<file path="src/rtl/core/assert_macros.svh">
// Assertion macros shared by the generator RTL.
// No dependencies; included by the modules that carry checks.
`ifndef ASSERT_MACROS_SVH
`define ASSERT_MACROS_SVH

// Check a property on every rising edge, suspended while reset is asserted.
`define MTG_ASSERT(lbl, clk, rst_n, prop, msg) \
    lbl: assert property (@(posedge clk) disable iff (!rst_n) prop) else $error(msg);

// Check that a condition never holds outside reset.
`define MTG_NEVER(lbl, clk, rst_n, cond, msg) \
    lbl: assert property (@(posedge clk) disable iff (!rst_n) !(cond)) else $error(msg);

`endif

</file>
<file path="src/rtl/core/mtg_pkg.sv">
// Package for the MT19937 generator: constants, item type, twist and temper.
// No dependencies; imported by mtg_front, mtg_back and the top level.
package mtg_pkg;

    localparam int STATE_WORDS_DEF = 624;
    localparam int TWIST_OFFSET    = 397;

    localparam logic [31:0] TWIST_MATRIX = 32'h9908_b0df;
    localparam logic [31:0] HIGH_BIT     = 32'h8000_0000;
    localparam logic [31:0] LOW_BITS     = 32'h7fff_ffff;
    localparam logic [31:0] TEMPER_B     = 32'h9d2c_5680;
    localparam logic [31:0] TEMPER_C     = 32'hefc6_0000;
    localparam logic [31:0] LCG_MULT     = 32'd69069;
    localparam logic [31:0] DEFAULT_SEED = 32'd4357;

    localparam logic OP_RESEED = 1'b0;
    localparam logic OP_DRAW   = 1'b1;

    typedef struct packed {
        logic        is_draw;
        logic [31:0] seed;
    } item_t;

    function automatic logic [31:0] lcg_step(input logic [31:0] s);
        logic [31:0] p;
        p = s * LCG_MULT;
        return p + 32'd1;
    endfunction

    function automatic logic [31:0] twist_one(input logic [31:0] cur,
                                              input logic [31:0] nxt,
                                              input logic [31:0] far);
        logic [31:0] y;
        logic [31:0] r;
        y = (cur & HIGH_BIT) | (nxt & LOW_BITS);
        r = far ^ (y >> 1);
        if (y[0])
        begin
            r = r ^ TWIST_MATRIX;
        end
        return r;
    endfunction

    function automatic logic [31:0] temper(input logic [31:0] y);
        logic [31:0] t;
        t = y ^ (y >> 11);
        t = t ^ ((t << 7) & TEMPER_B);
        t = t ^ ((t << 15) & TEMPER_C);
        return t ^ (t >> 18);
    endfunction

endpackage

</file>
<file path="src/rtl/core/mtg_front.sv">
// Front end: accepts command items, classifies them and holds them in a
// two-entry queue. Depends on mtg_pkg and assert_macros.svh.
`include "assert_macros.svh"

module mtg_front (
    input  logic           clk,
    input  logic           rst_n,
    input  logic           cmd_valid,
    output logic           cmd_ready,
    input  logic           opcode,
    input  logic [31:0]    seed_value,
    output logic           q_valid,
    input  logic           q_ready,
    output mtg_pkg::item_t q_item
);
    import mtg_pkg::*;

    item_t      entry_reg [2];
    logic       wr_ptr_reg, wr_ptr_next;
    logic       rd_ptr_reg, rd_ptr_next;
    logic [1:0] count_reg, count_next;
    logic       push, pop;
    item_t      in_item;

    assign cmd_ready = (count_reg != 2'd2);
    assign q_valid   = (count_reg != 2'd0);
    assign q_item    = entry_reg[rd_ptr_reg];

    assign push = cmd_valid && cmd_ready;
    assign pop  = q_valid && q_ready;

    always_comb
    begin
        in_item.is_draw = (opcode == OP_DRAW);
        in_item.seed    = seed_value;
        wr_ptr_next = push ? ~wr_ptr_reg : wr_ptr_reg;
        rd_ptr_next = pop ? ~rd_ptr_reg : rd_ptr_reg;
        count_next  = count_reg + {1'b0, push} - {1'b0, pop};
    end

    always_ff @(posedge clk or negedge rst_n)
    begin
        if (!rst_n)
        begin
            wr_ptr_reg <= 1'b0;
            rd_ptr_reg <= 1'b0;
            count_reg  <= 2'd0;
        end
        else
        begin
            wr_ptr_reg <= wr_ptr_next;
            rd_ptr_reg <= rd_ptr_next;
            count_reg  <= count_next;
        end
    end

    always_ff @(posedge clk)
    begin
        if (push)
        begin
            entry_reg[wr_ptr_reg] <= in_item;
        end
    end

    // a push without a pop must grow the queue by exactly one
    `MTG_ASSERT(a_push_grows, clk, rst_n, (push && !pop) |=> (count_reg == 2'($past(count_reg) + 2'd1)), "queue count did not grow on push")

endmodule

</file>
<file path="config.mk">
export PLATFORM = sky130hd
export DESIGN_NAME = mtg_front
export DESIGN_NICKNAME = d
export VERILOG_FILES = /design/src/rtl/core/mtg_pkg.sv /design/src/rtl/core/mtg_front.sv
export VERILOG_INCLUDE_DIRS = /design/src /design/src/rtl/core
export SDC_FILE = /design/constraint.sdc
export NUM_CORES = 1
export LEC_CHECK = 0
export BUFFER_PORTS_ARGS = -buffer_cell sky130_fd_sc_hd__buf_2
export CAP_MARGIN = 0
export CORE_MARGIN = 2
export CORE_UTILIZATION = 39
export CTS_CLUSTER_DIAMETER = 100
export CTS_CLUSTER_SIZE = 25
export DETAILED_ROUTE_END_ITERATION = 12
export MAX_ROUTING_LAYER = met4
export PLACE_DENSITY = 0.75
export SLEW_MARGIN = 10
export SYNTH_ARGS = -nofsm -noshare
export SYNTH_HDL_FRONTEND = slang
export SYNTH_SLANG_ARGS = --single-unit
</file>
<file path="constraint.sdc">
create_clock -name clk -period 2.17 [get_ports clk]
set_input_delay 0.1085 -clock clk [delete_from_list [all_inputs] [get_ports clk]]
set_output_delay 0.1085 -clock clk [all_outputs]
set_load 0.01 [all_outputs]
</file>
==> results of run 1 <==
[worst max-delay path by stage]
stage                            to  slack [ps]          from
floorplan           entry_reg[0][0]         230  count_reg[1]
global placement       count_reg[1]         540  count_reg[1]
detailed placement     count_reg[1]         490  count_reg[1]
CTS                      q_item[30]         290    rd_ptr_reg
global route              q_item[6]         250    rd_ptr_reg
finish                    q_item[6]         340    rd_ptr_reg
[through the flow]
| stage | hold WS (ps) | setup slack (ps) |
|---|---|---|
| after floorplan | -187 | 231 |
| after global placement | -79.4 | 542 |
| after detailed placement | -75.6 | 492 |
| after CTS | 60.8 | 289 |
| after global routing | 82.2 | 245 |
| final | 72.1 | 335 |
[final cells by class]
| type | count | area share |
|---|---|---|
| Clock inverter | 7 | 0.0175 |
| Sequential cell | 70 | 0.561 |
| Multi-Input combinational cell | 45 | 0.157 |
| Inverter | 1 | 0.00101 |
| Clock buffer | 9 | 0.0334 |
| Tap cell | 80 | 0.0270 |
| Timing Repair Buffer | 109 | 0.202 |
[synthesized netlist by cell type]
cell type	count
nand2b_1	1
mux2_2	4
nor2_1	1
ha_1	2
inv_1	1
edfxtp_1	66
xor2_1	1
buf_6	4
dfrtp_1	4
and3_1	1
mux2_4	29
nand2_1	1
xnor2_1	3
or2_1	1
and2_4	1
[tightest hold or removal path, cell delays in order]
cell	delay [ps]
buf_2	80
and2_4	140
xor2_1	60
[kinds of logic after synthesis]
family / count (synthesis)
flops: 70
mux: 33
simple gates: 6
buf+inv: 5
xor+xnor: 4
fa+ha+maj: 2
[report_power, final]
part           switching, mW  internal, mW
combinational          0.683         0.846
sequential             0.162          1.85
clock                  0.477         0.522
total                   1.32          3.22
[per-layer routing]
metal	up-vias	track usage	routed length [um]
met5	-	-	0
met4	0	0.0755	118
met3	11	0.0379	236
met2	53	0.233	2510
met1	714	0.146	2020
li1	701	-	-
==> results by group, run 1 <==
Timing
  – Max Fclk: 545 MHz
  – RSZ-0062 raised after global routing: no
  – Final Setup Violations: 0
  – Final min period: around 1800 ps
  – Clk_skew: 3.46 ps
  – Slew margin rel.: 0.700
  – Setup TNS: 0 ps
  – Tcrit/Tclk final: 0.845
  – Worst slew pin tran: 451 ps
  – Final hold violation count: 0
  – Max Slew Vio Count: 0

Clock network
  – Post-cts resize count: 0
  – Clk sink count: 70
  – Post-CTS setup buffer count: 0
  – Number of H-tree levels: 3
  – Root buffer cell: clkbuf_8
  – CTS clk-pin slew, worst paths: 70 ps
  – Hold-fix buffers, CTS: 34
  – CTS buffer count: 9
  – Clk_lat worst skew: 340 ps
  – CTS max path bufs: 2
  – CTS tree: done

Critical path
  – Setup Crit Path Kind: reg2out
  – CP delay by family, top: flip-flops
  – Bufs and invs on worst path: 2
  – Arrival time worst endpoint: 1730 ps
  – Critical Path Fanout Max: 21
  – Worst setup SP type: flop
  – R2R Setup Slk: 500 ps
  – Crit path cell chain: buf_12 > mux2_4 > buf_2
  – Crit-path slowest cell: dfrtp_2
  – CP Depth: 3
  – Setup crit end kind: output pin
  – R2r endpoint: count_reg[1]
  – Origin of the critical flop-to-flop path: count_reg[1]
  – CP required: just over 2000 ps
  – Crit-path max cell delay: 660 ps
  – Worst r2r path cells: 7

Power
  – Tot Pwr: 4.54 mW
  – VDD IR max: 652 uV
  – Pwr/cell area: 1220 mW/mm^2
  – Reported leakage power: 1.51 nW

Synthesis
  – Post-synthesis instance area: 0.00271 sq mm
  – Synth Area in XOR/XNOR: 0.0129
  – Post-synthesis sequential area ratio: 0.769
  – Syn nets: 159
  – Syn Area/Cell: 22.6 sq um
  – Synth top area share: 0.732
  – Synth warn: 0
  – Synth Area in Adders: 0.00925
  – Simple-gate area share of the yosys netlist: 0.0129
  – Synth Instances: 120
  – Compound-Gate Fraction of Synth Area: 0
  – Post-synthesis mux area share: 0.178
  – Largest family of logic cells by synthesized area: multiplexers
  – Synth cell types: 15
  – Leading area contributor after synthesis: edfxtp_1
  – Synth Register Bits: 70
  – Main area contributors after synthesis: edfxtp_1 73%, mux2_4 16%, dfrtp_1 3.7%

Placement
  – Port bufs: 71
  – DP Cell Count: 271
  – Post-DP Area: 0.00318 sq mm
  – Hpwl dp: 2960 um
  – Placer Congestion: 0.634

Layout
  – Area grow syn2layout: 37.1%
  – Seq. cell area: approximately 0.0021 sq mm
  – Non-Filler Instances: 321
  – Most common cell after layout, fill and taps aside: buf_2
  – Layout Nets: between 200 and 300
  – Flip-flop count of the largest register after layout: 66
  – Most frequent cells in the layout: 71 x buf_2, 66 x edfxtp_1, 34 x dlygate4sd3_1
  – Fill count: 545
  – Finished Cell Area: 0.00371 sq mm
  – Ant diodes: 0
  – Area occupied by multi-input gates: around 600 sq um
  – Final Util: 0.549
  – Layout cells sized above 1: 0.527

Routing
  – Post-route ant nets: 0
  – DR iter-0 viols: 89
  – Remaining routing DRC violations: 0
  – WL/cell: 15.2 um
  – Detailed Route WL: 4890 um
  – DRT Pass-1 Iters: 4
  – Number of vias per cell: 4.61
  – Via Count: 1479

Floorplan
  – I/O Pins: 72
  – Vert. Die Dim: 87.3 um
  – Chip Width: a little under 90 um
  – Row count: 30
  – Die ar.: ~0.0076 sq mm
  – Placeable Area: 0.00676 sq mm
  – Initial Utilization: 0.401

GRT
  – Vias in the first global route: 1505
  – Initial antenna violation count: 0
  – First-pass GRT wire length: 7250 um
  – Largest net degree at the start of global routing: 22
  – Grt ovf: 0
  – Global Route Usage Sum: 0.138

Run
  – Max Cap Viol: 0

Min path
  – Worst Hold Class: in2reg
  – WHS Path Cells: 3
  – Hold Path End: rd_ptr_reg
  – Hold_sp: q_ready

Status
  – Outcome: completed
Power figures use the tool's default switching activity.
==> run 2: changes to the inputs <==
--- a/config.mk
+++ b/config.mk
@@ -6,6 +6,7 @@
 export SDC_FILE = /design/constraint.sdc
 export NUM_CORES = 1
 export LEC_CHECK = 0
+export ABC_AREA = 1
 export BUFFER_PORTS_ARGS = -buffer_cell sky130_fd_sc_hd__buf_2
 export CAP_MARGIN = 0
 export CORE_MARGIN = 2
@@ -14,7 +15,7 @@
 export CTS_CLUSTER_SIZE = 25
 export DETAILED_ROUTE_END_ITERATION = 12
 export MAX_ROUTING_LAYER = met4
-export PLACE_DENSITY = 0.75
+export PLACE_DENSITY = 0.73
 export SLEW_MARGIN = 10
 export SYNTH_ARGS = -nofsm -noshare
 export SYNTH_HDL_FRONTEND = slang
==> constraint.sdc (replaced) <==
create_clock -name clk -period 1.8 [get_ports clk]
set_input_delay 0.09 -clock clk [delete_from_list [all_inputs] [get_ports clk]]
set_output_delay 0.09 -clock clk [all_outputs]
set_load 0.01 [all_outputs]
==> run 2 against run 1 <==
  * Worst hold slack worse by 15 ps
  * Total power increased by 19%
  * Sequential power rose by 17%
  * Via count grew 19%
  * Core utilization decreased by 0.53 points
  * Global-route usage increased by 1.4 points
  * Clock-buffer cell count rose by 2
  * Die area down 0.65%
==> results by group, run 2 <==
Layout
  – Most common cell after layout, fill and taps aside: nand2_1
  – Layout Nets: 358 (+30%)
  – Ant diodes: 0 (unchanged)
  – Layout cells sized above 1: 0.312 (-0.215)
  – Most frequent cells in the layout: 102 x nand2_1, 71 x buf_2, 66 x edfxtp_1
  – Flip-flop count of the largest register after layout: 66 (unchanged)
  – Area grow syn2layout: 36.0%
  – Finished Cell Area: 0.00365 sq mm (-1.5%)

Synthesis
  – Top post-synthesis cells by count: 102 x nand2_1, 66 x edfxtp_1, 10 x nand2_2, 8 x inv_1
  – EDFF count, synth: 66 (unchanged)
  – Synth Instances: 204 (+70%)
  – Leading area contributor after synthesis: edfxtp_1
  – FFs w/ async S/R, synth: 0.0571 (unchanged)
  – Post-synthesis sequential area ratio: 0.775 (+0.00537)
  – Synth cell types: 12 (-3)
  – Most frequent cell after synthesis: nand2_1
  – Synth warn: 0 (unchanged)
  – Post-synthesis instance area: 0.00269 sq mm (-0.69%)
  – Dominant synthesized flop cell: edfxtp_1
  – Synth Register Bits: 70 (unchanged)
  – Synth top area share: 0.737 (+0.00511)
  – Syn nets: 243 (+53%)
  – Main area contributors after synthesis: edfxtp_1 74%, nand2_1 14%, dfrtp_1 3.7%
  – Syn Area/Cell: 13.2 sq um (-42%)

Critical path
  – Crit path cell chain: buf_4 > nand2_1 > nand2_1 > buf_2
  – Arrival time worst endpoint: 1460 ps (-270 ps)
  – Setup crit end kind: output pin
  – CP required: 1710 ps (-350 ps)
  – Crit-path slowest cell: dfrtp_1
  – Most numerous cell on the critical path: nand2_1
  – Worst setup SP type: flop
  – Setup Crit Path Kind: reg2out
  – Critical Path Fanout Max: 13 (-38%)
  – CP delay by family, top: flip-flops
  – Bufs and invs on worst path: 2 (unchanged)
  – Crit-path max cell delay: 580 ps (-80 ps)

Timing
  – Max Fclk: 645 MHz
  – Final min period: roughly 1600 ps
  – RSZ-0062 raised after global routing: no
  – Setup TNS: 0 ps (unchanged)
  – Tcrit/Tclk final: 0.861
  – Final hold violation count: 0 (unchanged)
  – Slew margin rel.: 0.743 (+0.0433)
  – Max Slew Vio Count: 0 (unchanged)
  – Final Setup Violations: 0 (unchanged)
  – Worst slew pin tran: 386 ps (-65.0 ps)
  – Clk_skew: 7.59 ps (+4.13 ps)

GRT
  – Vias in the first global route: 1780 (+18%)
  – First-pass GRT wire length: 8120 um (+12%)
  – Grt ovf: 0 (unchanged)
  – Global Route Usage Sum: 0.153 (+0.0144)
  – Largest net degree at the start of global routing: 35 (+59%)
  – Initial antenna violation count: 0 (unchanged)

Power
  – VDD IR max: 692 uV (+6.1%)
  – Reported leakage power: 1.61 nW (+6.9%)
  – P_sw: 1.84 mW (+39%)
  – Pwr/cell area: 1470 mW/mm^2 (+20%)
  – Flop pwr share: 0.438 (-0.006)
  – Sw frac: 0.342 (+0.0513)
  – Comb power frac: 0.346 (+0.009)
  – Internal power: 3.54 mW (+9.9%)
  – Clock Power Share: 0.216 (-0.004)

Clock network
  – Clk sink count: 70 (unchanged)
  – CTS buffer count: 9 (unchanged)
  – CTS clk-pin slew, worst paths: 70 ps (about the same)
  – Root buffer cell: clkbuf_8
  – Number of H-tree levels: 3 (unchanged)
  – CTS tree: done
  – Clk_lat worst skew: 330 ps (about the same)
  – CTS max path bufs: 2 (unchanged)

Routing
  – DR iter-0 viols: 103 (+16%)
  – Number of vias per cell: 4.34 (-5.8%)
  – Remaining routing DRC violations: 0 (unchanged)
  – WL/cell: 12.9 um (-16%)
  – Detailed Route WL: 5190 um (+6.2%)
  – DRT Pass-1 Iters: 6 (+2)
  – Post-route ant nets: 0 (unchanged)
  – Via Count: 1754 (+19%)

Floorplan
  – Initial Utilization: 0.400 (-0.000556)
  – Chip Width: 87.0 um (-0.33%)
  – I/O Pins: 72 (unchanged)
  – Vert. Die Dim: 87.0 um (-0.33%)
  – Die ar.: 0.00757 sq mm (-0.65%)
  – Row count: 30 (unchanged)
  – Placeable Area: 0.00672 sq mm (-0.56%)

Run
  – Max Cap Viol: 0 (unchanged)

Placement
  – Placer Congestion: 0.671 (+5.7%)
  – Hpwl dp: 3140 um (+6.2%)
  – Post-DP Area: 0.00313 sq mm (-1.5%)
  – Port bufs: 71 (unchanged)

Min path
  – Worst Hold Class: in2reg

Status
  – Outcome: completed
==> run 2: layout make-up <==
| type | count | area (sq um) |
|---|---|---|
| clock buffer | 11 | 131 |
| clock inverter | 5 | 50.0 |
| fill | 572 | 3060 |
| inverter | 9 | 41.3 |
| multi-input combinational | 118 | 497 |
| sequential | 70 | 2080 |
| tap | 80 | 100 |
| timing repair buffer | 111 | 753 |
==> run 2: cell families (layout without fill, tap and decap cells) <==
kind of cell | count (synthesis) | count (layout) | synth area share
adders and majority gates | 2 | 2 | 0.00931
DFF | 70 | 70 | 0.775
and+or+nand+nor | 116 | 116 | 0.173
buffers and inverters | 16 | 136 | 0.0433
==> run 2: worst paths after layout <==
check	cells past startpoint	endpoint	startpoint	slack [ps]
max	4	q_item[2]	rd_ptr_reg	250
min	3	rd_ptr_reg	q_ready	60
max reg2reg	9	count_reg[1]	count_reg[1]	340
min reg2reg	2	wr_ptr_reg	wr_ptr_reg	510
max in group asynchronous	2	count_reg[1]	rst_n	1560
min in group asynchronous	2	rd_ptr_reg	rst_n	110
==> run 2: metal layers <==
metal  wire length [um]  GRT usage
met3                186     0.0398
met2               2870      0.263
met4                 47     0.0724
met1               2090      0.163
met5                  0          -
==> run 2: stage by stage <==
step	power [mW]	worst slack (ps)	utilization	instances	hold WS [ps]
after floorplan	3.57	131	-	204	-206
after global placement	4.17	464	0.466	354	-99.5
after detailed placement	4.22	387	0.466	354	-97.2
after CTS	5.46	216	0.544	404	36.6
after global routing	5.77	146	0.544	404	80.2
final	5.38	250	0.544	404	56.6
==> run 2: power by group through the flow <==
stage                     Clock (mW)  Sequential [mW]  Combinational (mW)
final                           1.17             2.36                1.86
after detailed placement           0             2.39                1.83
after global placement             0             2.38                1.79
after floorplan                    0             2.34                1.23
after CTS                       1.20             2.36                1.90
after global routing            1.29             2.39                2.09
==> run 2: worst min-delay path, delay by kind of cell <==
| family | cells | cell delay, ps |
|---|---|---|
| buffers and inverters | 1 | 110 |
| AND/OR/NAND/NOR | 2 | 160 |
==> run 2: timing repair <==
| item | in CTS | in global routing |
|---|---|---|
| endpoints found under the hold margin | 70 | 0 |
| hold buffers | 34 | 0 |
| buffers inserted | 0 | 0 |
| resized for setup | 0 | 0 |
